File: config.mk
export PLATFORM = sky130hd
export DESIGN_NAME = joint_rate_limited_velocity_command
export DESIGN_NICKNAME = d
export VERILOG_FILES = /design/src/hdl/jrlvc_pkg.sv /design/src/hdl/jrlvc_cfg_regs.sv /design/src/hdl/jrlvc_cmd_store.sv /design/src/hdl/jrlvc_shaper.sv /design/src/hdl/joint_rate_limited_velocity_command.sv
export SDC_FILE = /design/constraint.sdc
export NUM_CORES = 2
export LEC_CHECK = 0
export BUFFER_PORTS_ARGS = -buffer_cell sky130_fd_sc_hd__buf_2
export CAP_MARGIN = 20
export CORE_MARGIN = 3
export CORE_UTILIZATION = 60
export CTS_CLUSTER_SIZE = 8
export DETAILED_ROUTE_END_ITERATION = 8
export PLACE_DENSITY_LB_ADDON = 0.1
export SYNTH_ARGS = -nofsm -noshare
export SYNTH_HDL_FRONTEND = slang
export SYNTH_SLANG_ARGS = --single-unit
File: constraint.sdc
create_clock -name clk -period 25.9 [get_ports clk]
set_clock_uncertainty 0.2 [all_clocks]
set_input_delay 2.59 -clock clk [delete_from_list [all_inputs] [get_ports clk]]
set_output_delay 2.59 -clock clk [all_outputs]
set_load 0.005 [all_outputs]
File: src/hdl/jrlvc_pkg.sv
// ----------------------------------------------------------------------------
// jrlvc_pkg
// Shared types and constants for the joint rate-limited velocity command block.
// ----------------------------------------------------------------------------
package jrlvc_pkg;

    localparam int JOINTS      = 8;
    localparam int FRAC_BITS   = 16;
    localparam int JOINT_W     = 3;
    localparam int JIDX_W      = (JOINTS > 1) ? $clog2(JOINTS) : 1;
    localparam int DATA_W      = 32;
    localparam int GAIN_W      = 31;
    localparam int RATE_W      = 14;
    localparam int CFG_IDX_W   = 3;
    localparam int CFG_DATA_W  = 31;
    localparam int TRACK_GAIN  = 10;
    // 0.0001 rad expressed in position lsb
    localparam int FEED_THRESH = (1 << FRAC_BITS) / 10000;

    // configuration register indexes
    localparam logic [CFG_IDX_W-1:0] REG_CONTROL_RATE = 3'd0;
    localparam logic [CFG_IDX_W-1:0] REG_MIT_MODE     = 3'd1;
    localparam logic [CFG_IDX_W-1:0] REG_MAX_STEP     = 3'd2;
    localparam logic [CFG_IDX_W-1:0] REG_MAX_SPEED    = 3'd3;
    localparam logic [CFG_IDX_W-1:0] REG_STIFFNESS    = 3'd4;
    localparam logic [CFG_IDX_W-1:0] REG_DAMPING      = 3'd5;

    // item commands
    localparam logic CMD_LOAD = 1'b0;
    localparam logic CMD_STEP = 1'b1;

    typedef struct packed {
        logic [RATE_W-1:0] control_rate_hz;
        logic              mit_mode;
        logic [GAIN_W-1:0] max_step;
        logic [GAIN_W-1:0] max_speed;
        logic [GAIN_W-1:0] stiffness_gain;
        logic [GAIN_W-1:0] damping_gain;
    } cfg_t;

    typedef struct packed {
        logic                     cmd;
        logic [JOINT_W-1:0]       joint_index;
        logic signed [DATA_W-1:0] position_command;
        logic signed [DATA_W-1:0] measured_position;
        logic                     measurement_invalid;
    } item_t;

    typedef struct packed {
        logic [JOINT_W-1:0]       joint;
        logic signed [DATA_W-1:0] command;
        logic signed [DATA_W-1:0] velocity;
        logic                     mit_form;
    } result_t;

    typedef struct packed {
        logic                     en;
        logic [JIDX_W-1:0]        idx;
        logic signed [DATA_W-1:0] data;
    } store_wr_t;

endpackage

File: src/hdl/jrlvc_cfg_regs.sv
// ----------------------------------------------------------------------------
// jrlvc_cfg_regs
// Configuration register file written through a plain write port.
// ----------------------------------------------------------------------------
module jrlvc_cfg_regs (
    input  logic                              clk,
    input  logic                              rst_n,
    input  logic                              cfg_write,
    input  logic [jrlvc_pkg::CFG_IDX_W-1:0]   cfg_index,
    input  logic [jrlvc_pkg::CFG_DATA_W-1:0]  cfg_data,
    output jrlvc_pkg::cfg_t                   cfg
);
    import jrlvc_pkg::*;

    cfg_t cfg_reg;
    cfg_t cfg_next;

    always_comb
    begin
        cfg_next = cfg_reg;
        if (cfg_write)
        begin
            case (cfg_index)
                REG_CONTROL_RATE: cfg_next.control_rate_hz = cfg_data[RATE_W-1:0];
                REG_MIT_MODE:     cfg_next.mit_mode        = cfg_data[0];
                REG_MAX_STEP:     cfg_next.max_step        = cfg_data[GAIN_W-1:0];
                REG_MAX_SPEED:    cfg_next.max_speed       = cfg_data[GAIN_W-1:0];
                REG_STIFFNESS:    cfg_next.stiffness_gain  = cfg_data[GAIN_W-1:0];
                REG_DAMPING:      cfg_next.damping_gain    = cfg_data[GAIN_W-1:0];
                default:          cfg_next = cfg_reg;
            endcase
        end
    end

    always_ff @(posedge clk or negedge rst_n)
    begin
        if (!rst_n)
        begin
            cfg_reg.control_rate_hz <= RATE_W'(500);
            cfg_reg.mit_mode        <= 1'b0;
            cfg_reg.max_step        <= GAIN_W'(32768);
            cfg_reg.max_speed       <= GAIN_W'(196608);
            cfg_reg.stiffness_gain  <= GAIN_W'(1966080);
            cfg_reg.damping_gain    <= GAIN_W'(65536);
        end
        else
        begin
            cfg_reg <= cfg_next;
        end
    end

    assign cfg = cfg_reg;

endmodule

File: src/hdl/jrlvc_cmd_store.sv
// ----------------------------------------------------------------------------
// jrlvc_cmd_store
// Previous command per joint, cleared by reset, one write and one read port.
// ----------------------------------------------------------------------------
module jrlvc_cmd_store (
    input  logic                                clk,
    input  logic                                rst_n,
    input  jrlvc_pkg::store_wr_t                wr,
    input  logic [jrlvc_pkg::JIDX_W-1:0]        rd_idx,
    output logic signed [jrlvc_pkg::DATA_W-1:0] rd_data
);
    import jrlvc_pkg::*;

    logic signed [DATA_W-1:0] prev_reg [JOINTS];

    always_ff @(posedge clk or negedge rst_n)
    begin
        if (!rst_n)
        begin
            for (int i = 0; i < JOINTS; i++)
            begin
                prev_reg[i] <= '0;
            end
        end
        else if (wr.en)
        begin
            prev_reg[wr.idx] <= wr.data;
        end
    end

    assign rd_data = prev_reg[rd_idx];

endmodule

File: src/hdl/jrlvc_shaper.sv
// ----------------------------------------------------------------------------
// jrlvc_shaper
// Step limiter and velocity former for one control step.
// ----------------------------------------------------------------------------
module jrlvc_shaper (
    input  jrlvc_pkg::item_t                    item,
    input  logic signed [jrlvc_pkg::DATA_W-1:0] prev,
    input  jrlvc_pkg::cfg_t                     cfg,
    output jrlvc_pkg::result_t                  res
);
    import jrlvc_pkg::*;

    localparam int CHG_W = DATA_W + 1;
    localparam int SUM_W = DATA_W + 2;
    localparam int ERR_W = CHG_W + 4;
    localparam int VEL_W = CHG_W + RATE_W + 1;

    logic signed [DATA_W-1:0] meas;
    logic signed [CHG_W-1:0]  err;
    logic signed [CHG_W-1:0]  chg;
    logic [CHG_W-1:0]         chg_mag;
    logic [CHG_W-1:0]         lim;
    logic                     over;
    logic signed [CHG_W-1:0]  chg_lim;
    logic [CHG_W-1:0]         mag_lim;
    logic signed [SUM_W-1:0]  sum;
    logic signed [DATA_W-1:0] sum_sat;
    logic signed [DATA_W-1:0] cmd_new;
    logic signed [VEL_W-1:0]  prod;
    logic signed [ERR_W-1:0]  err_scaled;
    logic                     feed_on;
    logic signed [VEL_W-1:0]  vel_raw;
    logic signed [VEL_W-1:0]  spd;
    logic signed [VEL_W-1:0]  vel;

    always_comb
    begin
        meas    = item.measurement_invalid ? prev : item.measured_position;
        err     = CHG_W'(item.position_command) - CHG_W'(meas);
        chg     = CHG_W'(item.position_command) - CHG_W'(prev);
        chg_mag = chg[CHG_W-1] ? CHG_W'(-chg) : CHG_W'(chg);
        lim     = {2'b00, cfg.max_step};
        over    = chg_mag > lim;
        if (over)
        begin
            chg_lim = chg[CHG_W-1] ? -$signed(lim) : $signed(lim);
            mag_lim = lim;
        end
        else
        begin
            chg_lim = chg;
            mag_lim = chg_mag;
        end

        // saturate prev plus limited change to the signed 32-bit range
        sum = SUM_W'(prev) + SUM_W'(chg_lim);
        if (sum > SUM_W'(34'sh0_7FFF_FFFF))
        begin
            sum_sat = {1'b0, {(DATA_W-1){1'b1}}};
        end
        else if (sum < -SUM_W'(34'sh0_8000_0000))
        begin
            sum_sat = {1'b1, {(DATA_W-1){1'b0}}};
        end
        else
        begin
            sum_sat = sum[DATA_W-1:0];
        end
        cmd_new = over ? sum_sat : item.position_command;

        prod       = VEL_W'(chg_lim) * VEL_W'($signed({1'b0, cfg.control_rate_hz}));
        err_scaled = ERR_W'(err) * ERR_W'(TRACK_GAIN);
        feed_on    = mag_lim > CHG_W'(FEED_THRESH);
        if (cfg.mit_mode)
        begin
            vel_raw = prod;
        end
        else
        begin
            vel_raw = VEL_W'(err_scaled) + (feed_on ? prod : '0);
        end

        spd = $signed({{(VEL_W-GAIN_W){1'b0}}, cfg.max_speed});
        if (vel_raw > spd)
        begin
            vel = spd;
        end
        else if (vel_raw < -spd)
        begin
            vel = -spd;
        end
        else
        begin
            vel = vel_raw;
        end

        res.joint    = item.joint_index;
        res.command  = cmd_new;
        res.velocity = vel[DATA_W-1:0];
        res.mit_form = cfg.mit_mode || (item.joint_index == '0);
    end

endmodule

File: src/hdl/joint_rate_limited_velocity_command.sv
// ----------------------------------------------------------------------------
// joint_rate_limited_velocity_command
// Per-joint position rate limiter, P+feedforward velocity; MIT mode has no P term.
// ----------------------------------------------------------------------------
//  channel | direction | handshake             | payload
//  --------+-----------+-----------------------+-------------------------------
//  in      | input     | in_valid / in_stall   | cmd, joint_index, positions, flag
//  out     | output    | out_valid / out_stall | joint_out, command, velocity, gains
//  cfg     | input     | cfg_write             | cfg_index, cfg_data
//
//  one word per cycle while nothing stalls; a step word is held in the input
//  register after it is accepted and its result is registered at the output as
//  it leaves the input register; a load word gives no result
//  the stored command is updated as a word leaves the input register, so the
//  next word of the same joint sees it without forwarding
//  reset clears the stored commands and loads the register defaults
//  a stalled result holds the output; the input register then holds one step
//  word, and load words keep flowing past a full output
// ----------------------------------------------------------------------------
module joint_rate_limited_velocity_command (
    input  logic                                clk,
    input  logic                                rst_n,
    input  logic                                in_valid,
    output logic                                in_stall,
    input  logic                                cmd,
    input  logic [jrlvc_pkg::JOINT_W-1:0]       joint_index,
    input  logic signed [jrlvc_pkg::DATA_W-1:0] position_command,
    input  logic signed [jrlvc_pkg::DATA_W-1:0] measured_position,
    input  logic                                measurement_invalid,
    output logic                                out_valid,
    input  logic                                out_stall,
    output logic [jrlvc_pkg::JOINT_W-1:0]       joint_out,
    output logic signed [jrlvc_pkg::DATA_W-1:0] limited_command,
    output logic signed [jrlvc_pkg::DATA_W-1:0] velocity_out,
    output logic                                mit_form,
    output logic [jrlvc_pkg::GAIN_W-1:0]        stiffness_out,
    output logic [jrlvc_pkg::GAIN_W-1:0]        damping_out,
    input  logic                                cfg_write,
    input  logic [jrlvc_pkg::CFG_IDX_W-1:0]     cfg_index,
    input  logic [jrlvc_pkg::CFG_DATA_W-1:0]    cfg_data
);
    import jrlvc_pkg::*;

    cfg_t                     cfg;
    item_t                    item_reg;
    logic                     item_vld_reg;
    logic                     item_vld_next;
    result_t                  res;
    result_t                  res_reg;
    logic [GAIN_W-1:0]        stiff_reg;
    logic [GAIN_W-1:0]        damp_reg;
    logic                     out_vld_reg;
    logic                     out_vld_next;
    logic signed [DATA_W-1:0] prev;
    store_wr_t                wr;
    logic                     joint_ok;
    logic                     makes_result;
    logic                     out_free;
    logic                     advance;
    logic                     accept;

    jrlvc_cfg_regs u_cfg (
        .clk       (clk),
        .rst_n     (rst_n),
        .cfg_write (cfg_write),
        .cfg_index (cfg_index),
        .cfg_data  (cfg_data),
        .cfg       (cfg)
    );

    jrlvc_cmd_store u_store (
        .clk     (clk),
        .rst_n   (rst_n),
        .wr      (wr),
        .rd_idx  (item_reg.joint_index[JIDX_W-1:0]),
        .rd_data (prev)
    );

    jrlvc_shaper u_shaper (
        .item (item_reg),
        .prev (prev),
        .cfg  (cfg),
        .res  (res)
    );

    always_comb
    begin
        joint_ok     = 32'(item_reg.joint_index) < 32'(JOINTS);
        makes_result = (item_reg.cmd == CMD_STEP) && joint_ok;
        out_free     = !out_vld_reg || !out_stall;
        advance      = item_vld_reg && (!makes_result || out_free);
        in_stall     = item_vld_reg && !advance;
        accept       = in_valid && !in_stall;

        wr.en   = advance && joint_ok;
        wr.idx  = item_reg.joint_index[JIDX_W-1:0];
        wr.data = (item_reg.cmd == CMD_STEP) ? res.command : item_reg.position_command;

        if (accept)
        begin
            item_vld_next = 1'b1;
        end
        else if (advance)
        begin
            item_vld_next = 1'b0;
        end
        else
        begin
            item_vld_next = item_vld_reg;
        end

        if (advance && makes_result)
        begin
            out_vld_next = 1'b1;
        end
        else if (!out_stall)
        begin
            out_vld_next = 1'b0;
        end
        else
        begin
            out_vld_next = out_vld_reg;
        end
    end

    always_ff @(posedge clk or negedge rst_n)
    begin
        if (!rst_n)
        begin
            item_vld_reg <= 1'b0;
            out_vld_reg  <= 1'b0;
        end
        else
        begin
            item_vld_reg <= item_vld_next;
            out_vld_reg  <= out_vld_next;
        end
    end

    always_ff @(posedge clk)
    begin
        if (accept)
        begin
            item_reg.cmd                 <= cmd;
            item_reg.joint_index         <= joint_index;
            item_reg.position_command    <= position_command;
            item_reg.measured_position   <= measured_position;
            item_reg.measurement_invalid <= measurement_invalid;
        end
        if (advance && makes_result)
        begin
            res_reg   <= res;
            stiff_reg <= cfg.stiffness_gain;
            damp_reg  <= cfg.damping_gain;
        end
    end

    assign out_valid       = out_vld_reg;
    assign joint_out       = res_reg.joint;
    assign limited_command = res_reg.command;
    assign velocity_out    = res_reg.velocity;
    assign mit_form        = res_reg.mit_form;
    assign stiffness_out   = stiff_reg;
    assign damping_out     = damp_reg;

endmodule

* Yosys cells after proc, flatten, opt, wreduce, memory -nomap -nowiden
Cells that the tools add are included.
** Cells by class
- Add/subtract/negate cells :: 7
- Multiply operators :: 2
- Order comparisons :: 8
- Equality and inequality tests :: 6
- Mux-type cells :: 23
- Bitwise logic cells :: 1
- Reductions and logical operators :: 22
** Operators by type and width (count)
- $mux W32 :: 9
- $bwmux W256 :: 1
- $mux W33 :: 4
- $bmux W32 S3 :: 1
- $demux W32 S3 :: 1
- $mux W48 :: 2
- $sub A32 B32 Y33 :: 2
- $add A48 B48 Y48 :: 1
- $gt A48 B32 Y1 :: 1
- $lt A48 B48 Y1 :: 1
- $mul A33 B15 Y48 :: 1
- $neg A31 Y48 :: 1
- $mul A33 B4 Y36 const B :: 1
- $add A32 B33 Y34 :: 1
- $gt A34 B32 Y1 const B :: 1
- $lt A34 B32 Y1 const B :: 1
- $gt A33 B3 Y1 const B :: 1
- $gt A33 B31 Y1 :: 1
- $neg A31 Y33 :: 1
- $neg A33 Y33 :: 1
- $mux W31 :: 1
- $reduce_and A2 Y1 :: 6
- $eq A3 B2 Y1 const B :: 2
- $eq A3 B3 Y1 const B :: 2
- 11 further kinds :: 25
** Word-level totals
- Flip-flop bits (word level) :: 596
- Output and inout bits :: 132

* Depth between registers and ports, before layout
- Word-level depth :: 16
- Gate-level depth with buffers :: 93
- Gate-level depth less buffers :: 83

* Modules after synthesis
From an unflattened synthesis, not the netlist that was laid out.
** Unflattened totals
- Cell total of the unflattened synthesis :: 5433
- Area total of the unflattened synthesis :: 56476.7 µm²
** Modules (own cells, without submodules)
- jrlvc_shaper :: instances 1, cells each 4224, area an instance 32971.6 µm², sequential area each 0.0 µm²
- jrlvc_cmd_store :: instances 1, cells each 665, area an instance 11639.9 µm², sequential area each 6406.1 µm²
- joint_rate_limited_velocity_command :: instances 1, cells each 247, area an instance 6611.3 µm², sequential area each 6025.8 µm²
- jrlvc_cfg_regs :: instances 1, cells each 297, area an instance 5253.8 µm², sequential area each 3495.9 µm²

* Least setup slack after synthesis
OpenSTA, ideal clock, no wires.
- Path type :: flip-flop to flip-flop
- From :: register item_reg[66] (netlist name)
- To :: register res_reg (netlist bit velocity_out[26]) (data pin)
- Library setup time :: 0.270 ns
- Arrival :: 18.113 ns
- Data required time :: 25.430 ns
- Setup slack :: 7.317 ns
- Cell stages (with the launch flop) :: 86
- Buffers on the path :: 11
- Period minus slack after synthesis :: 18.583 ns
- Path through :: edfxtp_1 > nor3b_1 > clkbuf_1 > clkbuf_1 > a22oi_1 > nand3_1 > inv_1 > ha_1 > nor2b_1 > o2111a_2 > nor4_1 > o31ai_1 > a31oi_1 > o21a_1 > clkbuf_1 > clkbuf_1 > clkbuf_1 > clkbuf_1 > [50 not listed] > o21ai_0 > a211o_1 > ha_1 > a21o_1 > a2111oi_0 > a21oi_1 > a21oi_1 > o31a_1 > a2111oi_0 > a211oi_1 > nand3_1 > and4_1 > o41ai_1 > and2_1 > clkbuf_1 > buf_1 > mux2i_1 > a211oi_1
** RTL lines
- start: declaration :: RTL line joint_rate_limited_velocity_command.sv:45 : item_t item_reg;
- end signal: assignment :: RTL line joint_rate_limited_velocity_command.sv:152 : res_reg <= res;
- end: declaration :: RTL line joint_rate_limited_velocity_command.sv:49 : result_t res_reg;

==> qor.csv <==
stage,metric,value,unit
timing,setup tns final,0,ns
timing,period utilization,0.880,
timing,Final setup viols,0,
setup_path,worst r2r src,item_reg[65]$_DFFE_PP_,
route,Via Count,47500,
synth,warnings from Yosys,0,
setup_path,slowest CP cell,nand2_1,
setup_path,Crit path top cell by count,fa_1,
die,die area,0.0961,mm^2
job,max-cap violations,0,
clocking,H-Tree Level Count,3,
timing,Final min period,22.80,ns
layout,number of flip-flops in the largest register,256,
layout,FF/Latch Area,0.0159,mm^2
die,io pins,240,
worst_hold_path,Hold EP,damping_out[18]$_DFFE_PP_,
layout,fraction of layout cells with a size suffix above 1,0.105,
global_routing,first-pass GRT wire length,281000,um
setup_path,buffers and inverters on the worst path,7,
layout,"commonest non-fill, non-tap cell in the layout",inv_1,
synth,post-synth cell types,90,
clocking,root buf cell,clkbuf_16,
synth,Adder-Cell Fraction of Synth Area,0.250,
layout,final cell count without fillers,7321,
outcome,status,"complete, no violations",
layout,Nets,7043,
clocking,Worst-Skew Late Latency,0.68,ns
setup_path,Setup CP Type,reg -> reg,
synth,"Top FF cell, synth",dfrtp_1,
setup_path,worst r2r path cells,70,
clocking,Inserted Clock Buffers,85,
layout,Multi-input gate area,0.0359,mm^2
setup_path,critical path peak fanout,43,
timing,final hold vios,0,
worst_hold_path,HP Class,reg -> reg,
layout,layout overhead on the synthesized area,8.62,%
synth,Synth area leader,dfrtp_1,
layout,most frequent cells in the layout,"inv_1, a21oi_1, nand2_1",
clocking,Clock Path Buffers,3,
clocking,post_cts resized,0,
synth,"top cells by area, synth","dfrtp_1, fa_1, edfxtp_1, ha_1, a21oi_1",
timing,Slew Limit Fails,0,
route,drt first pass iters,7,
route,final wirelength,185000,um
synth,post-synthesis mux area share,0.0321,
route,Post-route DRC,0,
synth,post-synthesis compound-gate area fraction,0.183,
setup_path,CP arrival,22.94,ns
global_routing,gr ovfl total,0,
global_routing,Global Route Usage Sum,0.385,
clocking,Clock transition at path regs,0.05,ns
clocking,Post-CTS Setup Inserts,0,
placed_design,Placed Instances,7171,
global_routing,vias in the first global route,46500,
placed_design,number of port buffers,239,
synth,Syn Nets,6962,
layout,filler cell count,7441,
global_routing,initial antenna violation count,10,
clocking,CTS tree,yes,
synth,register area share after synthesis,0.287,
timing,Worst-Margin Slew,1.21,ns
synth,number of synthesized flops with an enable pin,199,
placed_design,hpwl dp,138000,um
setup_path,RR Endpoint,velocity_out[10]$_DFFE_PP_,
synth,"flops & latches, synth",596,
timing,max_slew headroom,0.190,
clocking,Num Clock Sinks,596,
synth,Post-synth ARST share,0.666,
timing,fmax,43.9,MHz
synth,synthesized instance count,6004,
route,initial DRC count,5008,
synth,top cell type's share of synthesized area,0.173,
timing,RSZ-0062 raised after global routing,false,
die,Initial Util,0.610,
die,Die Width,310,um
die,Die Span Y,310,um
synth,combinational family with the most area after synthesis,adder cells,
global_routing,largest net degree at the start of global routing,186,
route,routed vias/inst,6.48,
setup_path,CP startpoint kind,register,
setup_path,Setup crit end kind,register,
clocking,hold_buf cts,0,
timing,Hold Slack,0.229,ns
synth,synthesized area per cell,9.24,um^2
worst_hold_path,HP Start,u_cfg.cfg[18]$_DFFE_PN0P_,
die,# rows,110,
worst_hold_path,Worst Hold Depth,0,
route,routed wire length per instance,25.3,um
synth,simple-gate share of the synthesized area,0.139,
synth,Mapped Area,0.0554,mm^2
route,"antenna viol nets, final",0,
setup_path,CP max stage delay,0.84,ns
setup_path,R2R Setup Slk,3.10,ns
setup_path,"CP delay by family, top",compound AO/OA/AOI/OAI gates,
setup_path,Required @ worst endpoint,26.05,ns
die,core box area,0.0908,mm^2
placed_design,Final Wtd Congestion,1.03,
synth,Synth Area in XOR/XNOR,0.0420,
-- worst register-to-register path: cells and delay by family, from the launching register on --
kind                       cells  cell delay [ns]
AOI/OAI and AO/OA             29             9.55
adders and majority gates     11             4.81
and+or+nand+nor               18             4.53
xor gates and xnor gates       4             1.04
buffers and inverters          7             1.54
DFF                            1             0.52
muxes                          1             0.29
-- metrics by stage --
| step | setup WS [ns] | utilization | cell area, um^2 |
|---|---|---|---|
| global route | 1.87 | 0.663 | 60200 |
| floorplan | 7.32 | - | 55400 |
| finish | 3.10 | 0.663 | 60200 |
| global placement | 3.92 | 0.634 | 57600 |
| detailed placement | 3.65 | 0.634 | 57600 |
| CTS | 3.53 | 0.662 | 60200 |
-- worst max-delay path by stage --
| stage | start | end | slack (ns) | cells after the start |
|---|---|---|---|---|
| floorplan | item_reg[66]$_DFFE_PP_ | velocity_out[26]$_DFFE_PP_ | 7.32 | 85 |
| global placement | item_reg[67]$_DFFE_PP_ | velocity_out[11]$_DFFE_PP_ | 3.92 | 70 |
| detailed placement | item_reg[67]$_DFFE_PP_ | velocity_out[10]$_DFFE_PP_ | 3.65 | 70 |
| CTS | item_reg[67]$_DFFE_PP_ | velocity_out[10]$_DFFE_PP_ | 3.53 | 70 |
| global route | item_reg[67]$_DFFE_PP_ | velocity_out[10]$_DFFE_PP_ | 1.87 | 72 |
| finish | item_reg[65]$_DFFE_PP_ | velocity_out[10]$_DFFE_PP_ | 3.10 | 70 |
-- metal layers --
metal | GRT usage | vias to the layer above | part of all wire
met2 | 0.617 | 2361 | 0.46
met1 | 0.486 | 23400 | 0.38
met3 | 0.0689 | 597 | 0.084
met4 | 0.240 | 8 | 0.074
li1 | - | 21100 | -
met5 | 0 | - | 0.00030
-- synth_stat cells, types with 10 or more instances --
cell type    n
a2111oi_0   18
a2111oi_2   12
a211o_1     10
a211oi_1    64
a21boi_0    10
a21o_1      98
a21oi_1    526
a221oi_1    39
a22o_1      32
a22oi_1     69
a31oi_1     29
and2_1     314
and3_1      47
buf_1       30
clkbuf_1   291
dfrtp_1    383
dfstp_2     14
edfxtp_1   199
fa_1       427
ha_1       423
inv_1      665
mux2_2     119
mux2i_1     44
nand2_1    481
nand2b_1    48
nand3_1    107
nand4_1     46
nor2_1     265
nor2b_1     36
nor3_1      80
nor3b_1     12
nor4_1      19
o211ai_1    24
o21a_1      48
o21ai_0    238
o21bai_1    31
o22ai_1    242
o31a_1      11
o31ai_1     21
o41ai_1     12
or2_2       17
or3_1       23
xnor2_1    206
xor2_1      60
-- cell families after synthesis --
logic type                 after synthesis
buffers and inverters                  993
adders and majority gates              850
muxes                                  163
DFF                                    596
xor gates and xnor gates               266
AOI/OAI and AO/OA                     1597
and+or+nand+nor                       1539
-- area by class of cell --
| type | count | share of cell area |
|---|---|---|
| Timing Repair Buffer | 321 | 0.0307 |
| Clock buffer | 135 | 0.0395 |
| Sequential cell | 596 | 0.264 |
| Multi-Input combinational cell | 4415 | 0.596 |
| Antenna cell | 5 | 0.000208 |
| Tap cell | 1176 | 0.0244 |
| Inverter | 666 | 0.0415 |
| Clock inverter | 7 | 0.00285 |
Power is left out: the tool's default activity adds up to more than one toggle a clock period on the data nets, which glitch-free logic cannot reach.
